File: config.mk
export PLATFORM = sky130hd
export DESIGN_NAME = tan_front
export DESIGN_NICKNAME = d
export VERILOG_FILES = /design/src/rtl/tan_pkg.sv /design/src/rtl/tan_front.sv
export SDC_FILE = /design/constraint.sdc
export NUM_CORES = 1
export LEC_CHECK = 0
export BUFFER_PORTS_ARGS = -buffer_cell sky130_fd_sc_hd__buf_4
export CAP_MARGIN = 0
export CORE_MARGIN = 2
export CORE_UTILIZATION = 40
export DETAILED_ROUTE_END_ITERATION = 10
export HOLD_SLACK_MARGIN = 0.1
export MAX_ROUTING_LAYER = met4
export PLACE_DENSITY = 0.67
export SLEW_MARGIN = 20
export SYNTH_ARGS = -nofsm -noshare
export SYNTH_HDL_FRONTEND = slang
export SYNTH_SLANG_ARGS = --single-unit
File: constraint.sdc
create_clock -name clk -period 8.55 [get_ports clk]
set_input_delay 0.4275 -clock clk [delete_from_list [all_inputs] [get_ports clk]]
set_output_delay 0.4275 -clock clk [all_outputs]
set_load 0.03 [all_outputs]
File: src/rtl/tan_pkg.sv
// Shared types and constants of the table-based Gaussian noise adder.
package tan_pkg;

  typedef enum logic [1:0] {
    CMD_LOAD_RADIUS = 2'd0,
    CMD_LOAD_COSINE = 2'd1,
    CMD_SAMPLE      = 2'd2
  } cmd_t;

  localparam int CFG_IDX_W  = 2;
  localparam int CFG_DATA_W = 32;

  localparam logic [CFG_IDX_W-1:0] REG_NOISE_SCALE  = 2'd0;
  localparam logic [CFG_IDX_W-1:0] REG_LCG_SEED     = 2'd1;
  localparam logic [CFG_IDX_W-1:0] REG_COMPLEX_MODE = 2'd2;

  localparam int CMD_W        = 2;
  localparam int SCALE_W      = 16;
  localparam int TABLE_WORD_W = 16;
  localparam int LCG_W        = 32;

  localparam logic [SCALE_W-1:0] NOISE_SCALE_RESET = 16'd4096;
  localparam logic [SCALE_W-1:0] INV_SQRT2_Q16     = 16'd46341;
  localparam logic [SCALE_W:0]   ROUND_HALF_Q16    = 17'd32768;

  // Noise product n is Q6.42; rounding to sample units shifts by this minus the width.
  localparam int NOISE_Q_SHIFT = 42;

  localparam logic [LCG_W-1:0] LCG_MUL  = 32'd1103515245;
  localparam logic [LCG_W-1:0] LCG_ADD  = 32'd12345;
  // Two LCG steps folded into one: x*A*A + (A*C + C).
  localparam logic [LCG_W-1:0] LCG_MUL2 = 32'(64'(LCG_MUL) * 64'(LCG_MUL));
  localparam logic [LCG_W-1:0] LCG_ADD2 = 32'(64'(LCG_MUL) * 64'(LCG_ADD) + 64'(LCG_ADD));

  localparam int QUEUE_DEPTH = 2;

  typedef struct packed {
    logic [SCALE_W-1:0] noise_scale;
    logic               complex_mode;
  } scale_cfg_t;

endpackage

File: src/rtl/tan_front.sv
// Front end: accepts items, draws and steps the table indices, forwards work to the queue.
module tan_front #(
  parameter int TABLE_BITS   = 10,
  parameter int BURST_LENGTH = 32,
  parameter int SAMPLE_WIDTH = 16
) (
  input  logic                               clk,
  input  logic                               rst_n,
  input  logic                               in_valid,
  output logic                               in_ready,
  input  logic [tan_pkg::CMD_W-1:0]          in_command,
  input  logic [TABLE_BITS-1:0]              in_table_address,
  input  logic [tan_pkg::TABLE_WORD_W-1:0]   in_table_word,
  input  logic signed [SAMPLE_WIDTH-1:0]     in_sample_value,
  input  logic                               in_block_start,
  input  logic                               seed_load,
  input  logic [tan_pkg::LCG_W-1:0]          seed_value,
  output logic                               push_valid,
  input  logic                               push_ready,
  output tan_pkg::cmd_t                      push_cmd,
  output logic [TABLE_BITS-1:0]              push_addr,
  output logic [tan_pkg::TABLE_WORD_W-1:0]   push_word,
  output logic signed [SAMPLE_WIDTH-1:0]     push_sample,
  output logic [TABLE_BITS-1:0]              push_radius_idx,
  output logic [TABLE_BITS-1:0]              push_cosine_idx
);
  import tan_pkg::*;

  localparam int BURST_W = (BURST_LENGTH > 1) ? $clog2(BURST_LENGTH) : 1;

  logic [LCG_W-1:0]      lcg_r, lcg_nxt;
  logic [TABLE_BITS-1:0] radius_idx_r, radius_idx_nxt;
  logic [TABLE_BITS-1:0] cosine_idx_r, cosine_idx_nxt;
  logic [BURST_W-1:0]    burst_pos_r, burst_pos_nxt;

  logic [LCG_W-1:0]      draw_radius, draw_cosine;
  logic [BURST_W-1:0]    pos_base;
  logic [BURST_W:0]      pos_inc;
  logic                  new_draw;
  logic                  is_load, is_sample;
  logic                  sample_fire;

  always_comb begin
    is_load   = 1'b0;
    is_sample = 1'b0;
    unique case (cmd_t'(in_command))
      CMD_LOAD_RADIUS, CMD_LOAD_COSINE: is_load = 1'b1;
      CMD_SAMPLE: is_sample = 1'b1;
      default: ;
    endcase
  end

  assign in_ready    = push_ready;
  assign push_valid  = in_valid && (is_load || is_sample);
  assign sample_fire = in_valid && push_ready && is_sample;

  always_comb begin
    draw_radius = lcg_r * LCG_MUL + LCG_ADD;
    draw_cosine = lcg_r * LCG_MUL2 + LCG_ADD2;
    pos_base    = in_block_start ? '0 : burst_pos_r;
    new_draw    = (pos_base == '0);
    pos_inc     = {1'b0, pos_base} + 1'b1;
    burst_pos_nxt = (pos_inc == (BURST_W+1)'(BURST_LENGTH)) ? '0 : pos_inc[BURST_W-1:0];
    if (new_draw) begin
      radius_idx_nxt = draw_radius[TABLE_BITS-1:0];
      cosine_idx_nxt = draw_cosine[TABLE_BITS-1:0];
      lcg_nxt        = draw_cosine;
    end else begin
      radius_idx_nxt = TABLE_BITS'(radius_idx_r + 1'b1);
      cosine_idx_nxt = TABLE_BITS'(cosine_idx_r + 1'b1);
      lcg_nxt        = lcg_r;
    end
  end

  always_ff @(posedge clk) begin
    if (!rst_n) begin
      lcg_r        <= '0;
      radius_idx_r <= '0;
      cosine_idx_r <= '0;
      burst_pos_r  <= '0;
    end else begin
      if (seed_load) begin
        lcg_r <= seed_value;
      end else if (sample_fire) begin
        lcg_r <= lcg_nxt;
      end
      if (sample_fire) begin
        radius_idx_r <= radius_idx_nxt;
        cosine_idx_r <= cosine_idx_nxt;
        burst_pos_r  <= burst_pos_nxt;
      end
    end
  end

  assign push_cmd        = cmd_t'(in_command);
  assign push_addr       = in_table_address;
  assign push_word       = in_table_word;
  assign push_sample     = in_sample_value;
  assign push_radius_idx = radius_idx_nxt;
  assign push_cosine_idx = cosine_idx_nxt;

endmodule

# == Yosys cells after proc, flatten, opt, wreduce, memory -nomap -nowiden ==
# Cells that the tools add are included.
# classes
addsub,5
n_mul,2
eq_ne,3
n_mux,9
reduce_logical,10
# op_table
operator,n
$mux 32,3
$add 32x32->32 const B,1
$mul 32x31->10 const B,1
$mul 32x31->32 const B,1
$add 10x1->10 const B,2
$mux 10,2
$add 10x6->10 const B,1
$mux 5,2
$add 5x1->6 const B,1
$eq 6x6->1 const B,1
$logic_not 5->1,1
$reduce_bool 2->1,2
$logic_and 1x1->1,3
$eq 2x1->1 const B,1
$eq 2x2->1 const B,1
$logic_not 2->1,1
$mux 1,2
$reduce_and 2->1,1
$reduce_or 2->1,1
$logic_or 1x1->1,1
# word_totals
register_bits,57
in_bits,82
output_inout_bits,66
wordCells,33

# == Longest topological paths before layout ==
# depth
ltp_word,5
ltp_mapped,17
ltp_nobuf,17

# == Worst setup path after synthesis ==
# No wires, ideal clock.
# synth_path
kind,register to output
from,register lcg_r[1]
to,output port push_radius_idx[9]
t_arrival_ns,4.134
required_ns,8.123
path_slack_ns,3.988
stages_incl_launch_ff,16
n_path_buf,0
cell_sequence,dfxtp_1 > ha_1 > inv_1 > fa_1 > inv_1 > ha_1 > fa_1 > inv_1 > fa_1 > inv_1 > ha_1 > and2_1 > a211o_1 > xnor2_1 > nor2_1 > nor2_1
# synth_between
elab_chain_len,3
# synth_lines
element,line,rtl
"start, declared",tan_front.sv:31,"logic [LCG_W-1:0] lcg_r, lcg_nxt;"
"start signal, assigned",tan_front.sv:83,lcg_r <= seed_value;
"start signal, assigned",tan_front.sv:85,lcg_r <= lcg_nxt;
$mul 32x31->10,tan_front.sv:58,draw_radius = lcg_r * LCG_MUL + LCG_ADD;
$add 10x6->10,tan_front.sv:58,
$mux 10,tan_front.sv:64,if (new_draw) begin
"end, declared",tan_front.sv:24,"output logic [TABLE_BITS-1:0] push_radius_idx,"
# Every way passes these cells.

# == Worst setup path after layout ==
# layout_path
from,register lcg_r[2]
to,output port push_cosine_idx[9]
# layout_between
elab_chain_len,3
# layout_lines
element,line,rtl
$mul 32x31->32,tan_front.sv:59,draw_cosine = lcg_r * LCG_MUL2 + LCG_ADD2;
$add 32x32->32,tan_front.sv:59,
$mux 10,tan_front.sv:64,
"end, declared",tan_front.sv:25,output logic [TABLE_BITS-1:0] push_cosine_idx
# Every way passes these cells.

==> flow_summary.toml <==
[cts]
clk_root_buffer_cell = "clkbuf_8"
cts_max_path_buffers = 2
clk_pin_slew_worst_paths_ps = 70
post_cts.resized_instances = 0
h_tree_depth_reported_by_cts = 2
clkSinkCount = 35
clock_insertion_delay_worst_skew_ps = 290
clock_tree_from_tritoncts = "yes"
cts_inserted_buffers = 5
post_cts_setup_bufs = 0
cts-hold-fix-buffers = 0

[flow_run]
drv_cap = 0

[yosys]
synth_top_cells_by_count = "ha_1 (63), nand2_1 (52), inv_1 (47), buf_4 (46), dfxtp_1 (35)"
synth_seq_area_share_pct = 17.8
synthMostInstantiatedCell = "ha_1"
netlist.top_cell.by_area = "ha_1"
ys_ff_latch = 35
ys_dominant_reg_cell = "dfxtp_1"
postSynthCellCount = 476
yosys-top-cells-area = "ha_1 (20%), dfxtp_1 (18%), buf_4 (8.8%)"
synth_async_sr_flop_share_pct = 0
number_of_flops_mapped_to_enable_cells_by_yosys = 0
ys_types = 45
syn-cell-area_sq_um = 3940
synthesis.nets = 634
synth_largest_type_area_fraction_pct = 20.0
synth_area_per_cell_sq_um = 8.27
synthesis.yosys.warnings = 0

[critical_path]
reg2reg_slack_ps = 3840
ff2ff_path_depth = 17
cp.arrival_ps = 4930
timing.critical_path.fanout_max = 7
critical_path_class = "reg -> out"
start_kind = "flop"
worst_setup_path_end_kind = "output pin"
cp_data_required_time_ps = 8120

[timing]
worst_slack_ps = 3190
timing_worst_slew_pin_value_ps = 886
timing.fmax_mhz = 187
final_min_period_over_clock_period_pct = 62.7
max_slew_violation_total_from_the_final_report = 0
slew-limit-headroom_pct = 40.9
setup_viol = 0
finalClockSkew_ps = 5.84
unrepaired_setup_endpoints_after_global_routing = "no"
finalWorstPathRequiredPeriod_ps = 5360
setup_total_negative_slack_ps = 0
finalHoldViolCount = 0

[power_and_ir_drop]
power.density_cell_area_nw_per_um2 = 233
leakage_nw = 1.99
max-vdd-ir-drop_mv = 0.193
report.power.total_mw = 0.960

[cells_and_area]
layout-drive-gt1-share_pct = 11.8
final_net_count = 624
finish.utilization_pct = 42.5
flow.area_growth_from_synthesis_pct = 4.51
multiInputGateArea_sq_um = 2660
regArea_sq_um = 701
ant_cells = 0
layout.filler_cells = 960
final_cell_area_sq_um = 4120

[place]
dpl_worst_slack_ps = 3520
place.port_buffers = 41
gp_congestion = 0.798
hpwl_dp_mm = 6.46
detailed_place.area_sq_um = 4030

[global_route]
grt_pass1_vias = 3016
grt_antenna_before_repair = 0
grt_start_max_net_pins = 33
grt_first_pass_wirelength_mm = 13.6
overflow = 0
grt_usage_pct = 16.6

[hold_path]
holdCritPathClass = "in -> reg"
timing.hold.worst_path_depth = 3

[floorplanning]
core_area_sq_um = 9680
floorplan.initialDensity_pct = 40.7
num_rows = 36
chip_width_um = 103
die-area_sq_um = 10700
fp.dieH_um = 103
boundaryPins = 148

[drt]
wl_per_cell_um = 13.7
num_vias = 3001
ratio_of_routed_vias_to_standard_cells = 5.00
drc = 0
drt-total-wl_mm = 8.21
drt_pass1_iterations = 4
count_of_routing_violations_after_the_opening_detailed_route_iteration = 85
route.antenna.remaining_nets = 0

[status]
result_of_the_run = "completed"
==> flip-flops by register name, indices dropped and copies added, names as in the netlist <==
name,count
cosine_idx_r,10
radius_idx_r,10
lcg_r,10
burst_pos_r,5
==> metal layers <==
layer  global-route usage (%)  part of all wire [%]
met1                     19.7                    45
met5                        -                     0
met3                     2.62                   3.4
met2                     29.5                    50
met4                     3.85                   1.2
==> path summary, 6_finish.rpt <==
check	endpoint	startpoint
max	push_cosine_idx[9]	lcg_r[2]
max reg2reg	cosine_idx_r[9]	lcg_r[2]
min	lcg_r[3]	seed_value[3]
min reg2reg	radius_idx_r[9]	radius_idx_r[9]
==> power by group <==
group / leakage (nW) / internal [mW] / switching, mW
logic: 1.66 / 0.267 / 0.387
clock network: 0.0412 / 0.0569 / 0.0637
registers: 0.285 / 0.172 / 0.0136
==> metrics by stage <==
stage / cells / hold slack, ps
after floorplan: 476 / 449
after global placement: 592 / 458
after detailed placement: 592 / 467
after CTS: 600 / 359
after global routing: 600 / 366
final: 600 / 365
==> cells in the final DEF, fill, tap and decap left out, types with 3 or more instances in the layout <==
| cell type | synthesis | routed |
|---|---|---|
| a211oi_1 | 3 | 3 |
| a21o_1 | 3 | 3 |
| a21oi_1 | 24 | 24 |
| a31oi_1 | 3 | 3 |
| and2_1 | 6 | 6 |
| buf_4 | 46 | 44 |
| clkbuf_8 | 0 | 5 |
| dfxtp_1 | 35 | 35 |
| fa_1 | 13 | 13 |
| ha_1 | 63 | 63 |
| inv_1 | 47 | 47 |
| mux2i_1 | 13 | 13 |
| nand2_1 | 52 | 52 |
| nand2b_1 | 3 | 3 |
| nand3_1 | 9 | 9 |
| nand4_1 | 4 | 4 |
| nor2_1 | 27 | 27 |
| nor3_1 | 8 | 8 |
| o21a_1 | 3 | 3 |
| o21ai_0 | 28 | 27 |
| xnor2_1 | 22 | 22 |
| xnor3_1 | 3 | 3 |
| xor2_1 | 16 | 16 |
==> final cells by class <==
class | count | area share, %
clock buffer | 6 | 1.76
clock inverter | 2 | 0.304
inverter | 47 | 4.29
multi-input combinational | 333 | 64.5
sequential | 35 | 17.0
tap | 133 | 4.04
timing repair buffer | 44 | 8.03
==> critical path: stages (launching register included) <==
cell	delay (ps)
dfxtp_1	540
inv_1	120
ha_1	290
inv_1	170
ha_1	350
ha_1	330
ha_1	280
inv_1	50
fa_1	510
fa_1	560
inv_1	50
ha_1	320
o21ai_0	80
o21ai_0	90
a21oi_1	180
xor2_1	230
nor2_1	80
nor2_1	200
buf_4	190
==> kinds of logic after synthesis <==
| group | count (synthesis) | synth area share, % |
|---|---|---|
| AND/OR/NAND/NOR | 121 | 14.0 |
| adder cells (fa/ha/maj) | 76 | 26.6 |
| AO/OA/AOI/OAI | 78 | 11.7 |
| multiplexers | 15 | 3.88 |
| XOR/XNOR | 43 | 11.2 |
| flip-flops | 35 | 17.8 |
| buffers and inverters | 108 | 14.7 |
Note: power is estimated with default switching activity, not from simulation.
