--- config.mk ---
export PLATFORM = sky130hd
export DESIGN_NAME = tan_fifo
export DESIGN_NICKNAME = d
export VERILOG_FILES = /design/src/rtl/tan_pkg.sv /design/src/rtl/tan_fifo.sv
export SDC_FILE = /design/constraint.sdc
export NUM_CORES = 1
export LEC_CHECK = 0
export ABC_AREA = 1
export BUFFER_PORTS_ARGS = -buffer_cell sky130_fd_sc_hd__clkbuf_2
export CELL_PAD_IN_SITES_DETAIL_PLACEMENT = 0
export CELL_PAD_IN_SITES_GLOBAL_PLACEMENT = 1
export CORE_MARGIN = 3
export CORE_UTILIZATION = 39
export DETAILED_ROUTE_END_ITERATION = 16
export PLACE_DENSITY = 0.83
export SETUP_SLACK_MARGIN = 0.3
export SLEW_MARGIN = 40
export SYNTH_ARGS = -nofsm -noshare
export SYNTH_HDL_FRONTEND = slang
export SYNTH_SLANG_ARGS = --single-unit
--- constraint.sdc ---
create_clock -name clk -period 1.8 [get_ports clk]
set_input_delay 0.09 -clock clk [delete_from_list [all_inputs] [get_ports clk]]
set_output_delay 0.09 -clock clk [all_outputs]
set_load 0.02 [all_outputs]
--- src/rtl/tan_pkg.sv ---
// Shared types and constants of the table-based Gaussian noise adder.
package tan_pkg;

  typedef enum logic [1:0] {
    CMD_LOAD_RADIUS = 2'd0,
    CMD_LOAD_COSINE = 2'd1,
    CMD_SAMPLE      = 2'd2
  } cmd_t;

  localparam int CFG_IDX_W  = 2;
  localparam int CFG_DATA_W = 32;

  localparam logic [CFG_IDX_W-1:0] REG_NOISE_SCALE  = 2'd0;
  localparam logic [CFG_IDX_W-1:0] REG_LCG_SEED     = 2'd1;
  localparam logic [CFG_IDX_W-1:0] REG_COMPLEX_MODE = 2'd2;

  localparam int CMD_W        = 2;
  localparam int SCALE_W      = 16;
  localparam int TABLE_WORD_W = 16;
  localparam int LCG_W        = 32;

  localparam logic [SCALE_W-1:0] NOISE_SCALE_RESET = 16'd4096;
  localparam logic [SCALE_W-1:0] INV_SQRT2_Q16     = 16'd46341;
  localparam logic [SCALE_W:0]   ROUND_HALF_Q16    = 17'd32768;

  // Noise product n is Q6.42; rounding to sample units shifts by this minus the width.
  localparam int NOISE_Q_SHIFT = 42;

  localparam logic [LCG_W-1:0] LCG_MUL  = 32'd1103515245;
  localparam logic [LCG_W-1:0] LCG_ADD  = 32'd12345;
  // Two LCG steps folded into one: x*A*A + (A*C + C).
  localparam logic [LCG_W-1:0] LCG_MUL2 = 32'(64'(LCG_MUL) * 64'(LCG_MUL));
  localparam logic [LCG_W-1:0] LCG_ADD2 = 32'(64'(LCG_MUL) * 64'(LCG_ADD) + 64'(LCG_ADD));

  localparam int QUEUE_DEPTH = 2;

  typedef struct packed {
    logic [SCALE_W-1:0] noise_scale;
    logic               complex_mode;
  } scale_cfg_t;

endpackage

--- src/rtl/tan_fifo.sv ---
// Short queue between the front end and the noise datapath.
module tan_fifo #(
  parameter int DATA_W = 8
) (
  input  logic              clk,
  input  logic              rst_n,
  input  logic              push_valid,
  output logic              push_ready,
  input  logic [DATA_W-1:0] push_data,
  output logic              pop_valid,
  input  logic              pop_ready,
  output logic [DATA_W-1:0] pop_data
);
  import tan_pkg::*;

  localparam int PTR_W = (QUEUE_DEPTH > 1) ? $clog2(QUEUE_DEPTH) : 1;

  logic [DATA_W-1:0] slot_r [QUEUE_DEPTH];
  logic [PTR_W-1:0]  wr_ptr_r, rd_ptr_r;
  logic [PTR_W:0]    count_r;
  logic              do_push, do_pop;

  assign push_ready = (count_r != (PTR_W+1)'(QUEUE_DEPTH));
  assign pop_valid  = (count_r != '0);
  assign pop_data   = slot_r[rd_ptr_r];
  assign do_push    = push_valid && push_ready;
  assign do_pop     = pop_valid && pop_ready;

  always_ff @(posedge clk) begin
    if (do_push) begin
      slot_r[wr_ptr_r] <= push_data;
    end
  end

  always_ff @(posedge clk) begin
    if (!rst_n) begin
      wr_ptr_r <= '0;
      rd_ptr_r <= '0;
      count_r  <= '0;
    end else begin
      if (do_push) begin
        wr_ptr_r <= (wr_ptr_r == PTR_W'(QUEUE_DEPTH - 1)) ? '0 : PTR_W'(wr_ptr_r + 1'b1);
      end
      if (do_pop) begin
        rd_ptr_r <= (rd_ptr_r == PTR_W'(QUEUE_DEPTH - 1)) ? '0 : PTR_W'(rd_ptr_r + 1'b1);
      end
      if (do_push && !do_pop) begin
        count_r <= count_r + 1'b1;
      end else if (do_pop && !do_push) begin
        count_r <= count_r - 1'b1;
      end
    end
  end

endmodule

# [After elaboration in Yosys (flattened, before gate mapping)]
# Memories as Yosys holds them, arrays and structs flattened. A register that Yosys moved wholly into a read port is not among the register bits.
# Index checks and enable logic that the tools add are counted.
[word_totals] register_bits=4 mem_bits_rw=16 out_inout_bits=10 elab_cells=25 n_memories=1
[classes] add_sub_neg=4 n_eq_ne=1 muxes=8 reduce_logical=8
[memory_table] memory="slot_r" words=2 width=8 read_ports=1 rd_ports_with_merged_regs=1 wr=1 line="tan_fifo.sv:18" text="logic [DATA_W-1:0] slot_r [QUEUE_DEPTH];"
[op_table] operator="2-to-1 mux 1 bit" n=6
[op_table] operator="logical AND 1 bit" n=4
[op_table] operator="2-to-1 mux 2 bit" n=2
[op_table] operator="nonzero test 2 bit" n=2
[op_table] operator="adder 1 bit, second input constant" n=2
[op_table] operator="adder 2 x 1 -> 2 bit, second input constant" n=1
[op_table] operator="zero test 1 bit" n=2
[op_table] operator="inequality test 2 bit, second input constant" n=1
[op_table] operator="subtractor 2 x 1 -> 2 bit, second input constant" n=1

# [Logic depth before layout (Yosys ltp)]
# Gate-level depths: netlist (run 1).
[depth] depth_word=6 depth_mapped=11 depth_no_buf=11

# [Worst setup path after synthesis (run 1)]
# No wires, ideal clock.
[synth_path] path_type="register to register" startpoint="reg count_r[0]" endpoint="mem slot_r[1][0], enable pin" arrival_time_ns=0.977 required_time_ns=1.430 setup_slack_ns=0.453 stages_incl_launch_ff=5 path_buffers=0 synth_period_minus_slack_ns=1.347 cell_sequence="dfxtp_1 > inv_2 > nand2_4 > nand2_4 > nor2_1"
[synth_via] elab_chain_cells=4
[synth_rtl] item="start: declaration" line="tan_fifo.sv:20" text="logic [PTR_W:0] count_r;"
[synth_rtl] item="start signal: assignment" line="tan_fifo.sv:48" text="count_r <= count_r + 1'b1;"
[synth_rtl] item="start signal: assignment" line="tan_fifo.sv:50" text="count_r <= count_r - 1'b1;"
[synth_rtl] item="inequality test 2 bit" line="tan_fifo.sv:23" text="assign push_ready = (count_r != (PTR_W+1)'(QUEUE_DEPTH));"
[synth_rtl] item="named net push_ready" line="tan_fifo.sv:8" text="output logic push_ready,"
[synth_rtl] item="logical AND 1 bit" line="tan_fifo.sv:26" text="assign do_push = push_valid && push_ready;"
[synth_rtl] item="2-to-1 mux 1 bit" line="tan_fifo.sv:30" text="if (do_push) begin"
[synth_rtl] item="2-to-1 mux 1 bit (implied by the code)" line="tan_fifo.sv:31" text="slot_r[wr_ptr_r] <= push_data;"
[synth_rtl] item="end: declaration" line="tan_fifo.sv:18"
# The timed path passes the listed nets, and every way through them passes these cells.

==> metrics, run 1 <==
status=finished, final reports clean; relative slew slack=87.1%; Starting DRT DRC Count=5; routed wire length per instance=10.6 microns; Root Driver=clkbuf_4; Row Count=16; Synth Register Bits=21; Max Clock Freq=741 MHz; commonest non-fill, non-tap cell in the layout=clkbuf_2; share of layout cells above drive strength 1=around 43%; final worst path period share=75.0%; H-tree depth=1; kind of critical path=reg -> out; nets=110; largest net degree at the start of global routing=12; clk slew on worst S/H paths=0.10 ns; area occupied by multi-input gates=219 sq um; WHS Path Cells=3; chip height=52.3 microns; Worst Reg2Reg Path Length in Cells=8; drt first pass iters=3; setup violators final=0; worst-margin pin slew=0.193 ns; top-area cell type share of the netlist area=57.5%; CTS tree=done; gpl congestion=0.723; Worst setup EP type=primary output; # diodes=0; Synthesis Warnings=0; DIE AREA=0.00273 sq mm; via count=roughly 550; clock buffer depth=2; arrival time at the worst endpoint=1.26 ns; GR Overflow Total=0; hold_sp=rst_n; remaining antenna violation count=0; Hold Path Sink=count_r[1]; Final Max Tran Viols=0; detailed-route DRC error count=0; Starting Density=41.8%; nature of the critical path startpoint=register; Synth Area per Inst=13.5 sq um; Tot Pwr=1390 uW; clock sinks=21; # fillers=~180; Worst VDD drop=0.000596 V; cell area power density=about 1300 mW/mm^2; worst r2r dst=count_r[1]; placed wire-length estimate=949 microns; GRT Total Usage=11.0%; worst reg2reg startpoint=count_r[1]; max-cap violations=0; Synth area leader=edfxtp_1; non-filler cells, final=123; die span in x=52.3 microns; Worst-Skew Late Latency=between 0.2 and 0.3 ns; CTS buffer count=3; Seq/Total Area, Yosys=a little over two thirds; RSZ-0062 raised after global routing=false; first-pass GRT wire length=slightly above 2000 microns; fin crit period=1.35 ns; sequential cell area=around 580 sq um; Layout area overhead=30.7%; CP Max Fanout=8; num ports=22; vias in the first global route=522; setup TNS=0 ns; via-per-instance ratio=approximately 4.5; leakage=0.000459 uW; number of antenna violations at the first check in global routing=0; worst clock skew=0.00243 ns; post-synth cell types=18; syn_nets=75; Reg2Reg Setup Slack=around 0.45 ns; Core Area=0.00200 sq mm; synth top area cells=edfxtp_1 57%, dfxtp_1 12%, mux2_2 11%, nor2_1 3.6%, inv_1 2.7%; WP data required=1.71 ns; Final Hold Viols=0; port bufs=21; Worst Hold Class=in -> reg; post-synthesis cell area=836 sq um; Mapped Cells=62; most frequent cells in the layout=21 x clkbuf_2, 16 x edfxtp_1, 8 x mux2_2, 8 x nor2_1, 8 x dlygate4sd3_1; DRT Wirelength=1310 microns; # placed instances=111
## layer usage
metal / share of wire [%] / vias to the layer above / track usage (%) / routed length (microns)
met2: 51 / 17 / 19.2 / 667
met3: 6.1 / 4 / 2.85 / 80
li1: - / 278 / - / -
met4: 2.4 / 0 / 7.66 / 32
met5: 0 / - / 0 / 0
met1: 40 / 254 / 11.1 / 525
## cells in the mapped netlist
master / count
nor2_1: 8
o21ai_1: 1
nand2_1: 6
a21oi_1: 1
o21ai_0: 1
nand2_2: 1
edfxtp_1: 16
ha_1: 1
buf_2: 1
inv_1: 6
nand3_1: 1
o21a_2: 1
mux2_2: 8
nand2_4: 2
clkinv_2: 1
nand4_1: 1
inv_2: 1
dfxtp_1: 5
## flip-flops by register name, indices dropped and copies added, names as in the netlist, named ones only
signal,count
wr_ptr_r,1
count_r,2
slot_r,16
rd_ptr_r,1
## cell type report
type	count	share of cell area, %
clock buffer	4	2.41
inverter	8	2.86
multi-input combinational	32	20.0
sequential	21	53.3
tap	27	3.09
timing repair buffer	31	18.3
## stage by stage
step / area [sq um] / hold slack, ns / utilization (%) / worst slack, ns
detailed placement: 985 / 0.284 / 49.2 / 0.462
CTS: 1090 / 0.0487 / 54.5 / 0.308
finish: 1090 / 0.0529 / 54.6 / 0.451
global placement: 985 / 0.279 / 49.2 / 0.492
global route: 1090 / 0.0445 / 54.6 / 0.335
floorplan: 836 / 0.189 / - / 0.453
## how the worst max path moves through the flow
stage / start / endpoint / slack [ns] / cells after the start
floorplan: count_r[0] / slot_r[1][0] / 0.45 / 4
global placement: count_r[1] / count_r[1] / 0.49 / 8
detailed placement: count_r[1] / count_r[1] / 0.46 / 8
CTS: register / pop_data[1] / 0.31 / 2
global route: count_r[1] / count_r[1] / 0.33 / 8
finish: register / pop_data[1] / 0.45 / 2
## critical path: stages (launching register included)
cell      delay, ns
dfxtp_2        0.45
mux2_2         0.36
clkbuf_2       0.16
## cell families (layout without fill, tap and decap cells)
kind of cell,count (synthesis),count (layout),synth area share [%]
DFF,21,21,69.5
buffers and inverters,9,43,4.34
muxes,8,8,10.8
AOI/OAI and AO/OA,4,4,2.84
adders and majority gates,1,1,1.50
and+or+nand+nor,19,19,11.1
## power breakdown
| group | switching [uW] | internal [uW] |
|---|---|---|
| Sequential | 60.8 | 620 |
| Clock | 122 | 86.1 |
| Combinational | 293 | 206 |
## repair_timing
item	4_1_cts	5_1_grt
setup endpoints to repair	0	8
hold buffers	8	0
endpoints found under the hold margin	16	0
buffers inserted	0	0
gates resized for setup	0	1
Power figures use the tool's default switching activity.
==> run 2, diff against run 1 <==
--- a/config.mk
+++ b/config.mk
@@ -5,12 +5,12 @@
 export SDC_FILE = /design/constraint.sdc
 export NUM_CORES = 1
 export LEC_CHECK = 0
-export ABC_AREA = 1
+export ABC_AREA = 0
 export BUFFER_PORTS_ARGS = -buffer_cell sky130_fd_sc_hd__clkbuf_2
 export CELL_PAD_IN_SITES_DETAIL_PLACEMENT = 0
 export CELL_PAD_IN_SITES_GLOBAL_PLACEMENT = 1
 export CORE_MARGIN = 3
-export CORE_UTILIZATION = 39
+export CORE_UTILIZATION = 40
 export DETAILED_ROUTE_END_ITERATION = 16
 export PLACE_DENSITY = 0.83
 export SETUP_SLACK_MARGIN = 0.3
==> constraint.sdc (replaced) <==
create_clock -name clk -period 1.35 [get_ports clk]
set_input_delay 0.0675 -clock clk [delete_from_list [all_inputs] [get_ports clk]]
set_output_delay 0.0675 -clock clk [all_outputs]
set_load 0.02 [all_outputs]
==> run 2 against run 1 <==
  * The flow now finishes with violations (setup timing)
  * Die area is 4.9% lower
  * Cell count shrank 5.7%
  * Utilization is 18 points higher
  * Critical endpoint is now count_r[1]
  * Largest power group is now combinational logic
==> metrics, run 2 <==
leakage=0.000538 uW; Mapped Cells=50; Layout area overhead=62.3%; Synth area leader=edfxtp_1; clock network power share=about an eighth; register share of total power=between 30% and 40%; status=finished, violations left; first-pass GRT wire length=2440 microns; relative slew slack=85.6%; CTS buffer count=3; drt first pass iters=2; most frequent cells in the layout=16 x edfxtp_1, 11 x clkbuf_2, 8 x mux2_4, 8 x dlygate4sd3_1, 8 x buf_8; CTS tree=done; chip height=51.0 microns; Worst-Skew Late Latency=0.30 ns; via count=545; Starting Density=about 44%; Worst setup EP type=register; worst-margin pin slew=about 0.21 ns; CP Max Fanout=3; die span in x=51.0 microns; arrival time at the worst endpoint=1.68 ns; Root Driver=clkbuf_4; Reg with most FFs=slot_r; vias in the first global route=591; fin crit period=1.44 ns; GRT Total Usage=a little over an eighth; H-tree depth=1; number of antenna violations at the first check in global routing=0; gpl congestion=0.669; # diodes=0; WP data required=1.58 ns; share of layout cells above drive strength 1=about 63%; Setup WS post-layout=-0.0944 ns; sw frac=between 30% and 40%; clock buffer depth=2; nature of the critical path startpoint=register; RSZ-0062 raised after global routing=true; Synth Register Bits=21; Setup WS pre-CTS=-0.106 ns; routed wire length per instance=12.8 microns; Row Count=15; max-cap violations=0; final worst path period share=107%; cell area power density=1840 mW/mm^2; Seq/Total Area, Yosys=71.7%; clk slew on worst S/H paths=approximately 0.10 ns; remaining antenna violation count=0; placed wire-length estimate=~970 microns; Worst Hold Class=in -> reg; DIE AREA=0.00260 sq mm; post-synth cell types=17; worst clock skew=0.00365 ns; asr flop ratio synth=0%; Top FF cell, synth=edfxtp_1; Post-synth EDFFs=16; nets=approximately 110; top-area cell type share of the netlist area=59.4%; kind of critical path=reg -> reg; Max Clock Freq=692 MHz; Worst VDD drop=0.00132 V; synth top area cells=edfxtp_1 59%, dfxtp_1 12%, mux2_2 11%, xor2_1 3.2%, nand2b_4 1.7%; via-per-instance ratio=4.70; GR Overflow Total=0; non-filler cells, final=116; Post-synth top cells=16 x edfxtp_1, 8 x mux2_2, 5 x dfxtp_1, 3 x nor2_1, 3 x xor2_1; post-synthesis cell area=810 sq um; Comb power frac=49.5%; largest net degree at the start of global routing=13; commonest non-fill, non-tap cell in the layout=edfxtp_1; Final Max Tran Viols=0; Final Hold Viols=0; Core Area=0.00182 sq mm; Synth Area per Inst=16.2 sq um; DRT Wirelength=roughly 1500 microns; clock sinks=21; final hold slack=0.0733 ns; Top Registers=slot_r (16), count_r (2); detailed-route DRC error count=0; port bufs=21; setup violators final=1; top-count cell post-synth=edfxtp_1; syn_nets=63; failing checks=setup timing; internal power=1680 uW; # placed instances=100; num ports=22; NetSw=745 uW; Starting DRT DRC Count=1; max reg flops=16; Synthesis Warnings=0
-- run 2: changes by cell type after synthesis, moves of 2 or more --
cell	previous run	this run
nor2_1	8	3
inv_1	6	2
xor2_1	0	3
nand2_4	2	0
nand2_1	6	0
-- run 2: cells by family (layout without fill, tap and decap cells) --
group                    after synthesis  count (layout)  share of synthesized area (%)
AND/OR/NAND/NOR                        9               9                           7.11
flip-flops                            21              21                           71.7
buffers and inverters                  3              44                           1.55
adder cells (fa/ha/maj)                1               1                           1.55
AO/OA/AOI/OAI                          5               5                           3.71
XOR/XNOR                               3               3                           3.25
multiplexers                           8               8                           11.1
-- run 2: repair_timing --
| item | CTS | global route |
|---|---|---|
| endpoints found under the hold margin | 16 | 0 |
| resized for setup | 32 | 21 |
| buffers inserted | 4 | 0 |
| pin swaps | 1 | 2 |
| hold buffers | 8 | 0 |
| setup endpoints to repair | 30 | 31 |
-- run 2: cell type report --
cell class	instances	area, sq um
inverter	2	10.0
sequential	21	589
tap	25	31.3
fill	128	507
multi-input combinational	26	299
clock inverter	1	5.00
clock buffer	3	22.5
timing repair buffer	38	357
-- run 2: worst paths after layout --
path,slack (ns),endpoint,start,cells after the start
max,-0.09,count_r[1],count_r[0],6
min,0.07,rd_ptr_r,rst_n,3
max reg2reg,-0.09,count_r[1],count_r[0],6
min reg2reg,0.56,rd_ptr_r,rd_ptr_r,2
-- run 2: layer usage --
metal,wire (microns),track usage (%)
met2,793,22.7
met3,93,6.41
met4,31,6.73
met5,0,0
met1,561,13.9
-- run 2: worst max-delay path: stages, from the launching register on --
cell	delay, ns
dfxtp_4	0.36
nand2b_4	0.14
and2_4	0.14
ha_4	0.15
xor2_2	0.14
or3_1	0.32
a21oi_2	0.13
-- run 2: through the flow --
step | total power (uW) | TNS (ns) | utilization (%) | instance area, sq um
floorplan | 1390 | -0.0472 | - | 827
global placement | 1620 | -0.00290 | 54.7 | 996
detailed placement | 1650 | -0.106 | 54.7 | 996
CTS | 2250 | -0.181 | 69.0 | 1260
global route | 2570 | -0.215 | 72.2 | 1310
finish | 2420 | -0.0944 | 72.2 | 1310
-- run 2: power by group through the flow --
stage                     sequential (uW)  clock [uW]  combinational, uW
after floorplan                       882           0                507
after global placement                913           0                707
after detailed placement              922           0                727
after CTS                             936         292               1020
after global routing                  957         331               1290
final                                 940         283               1200
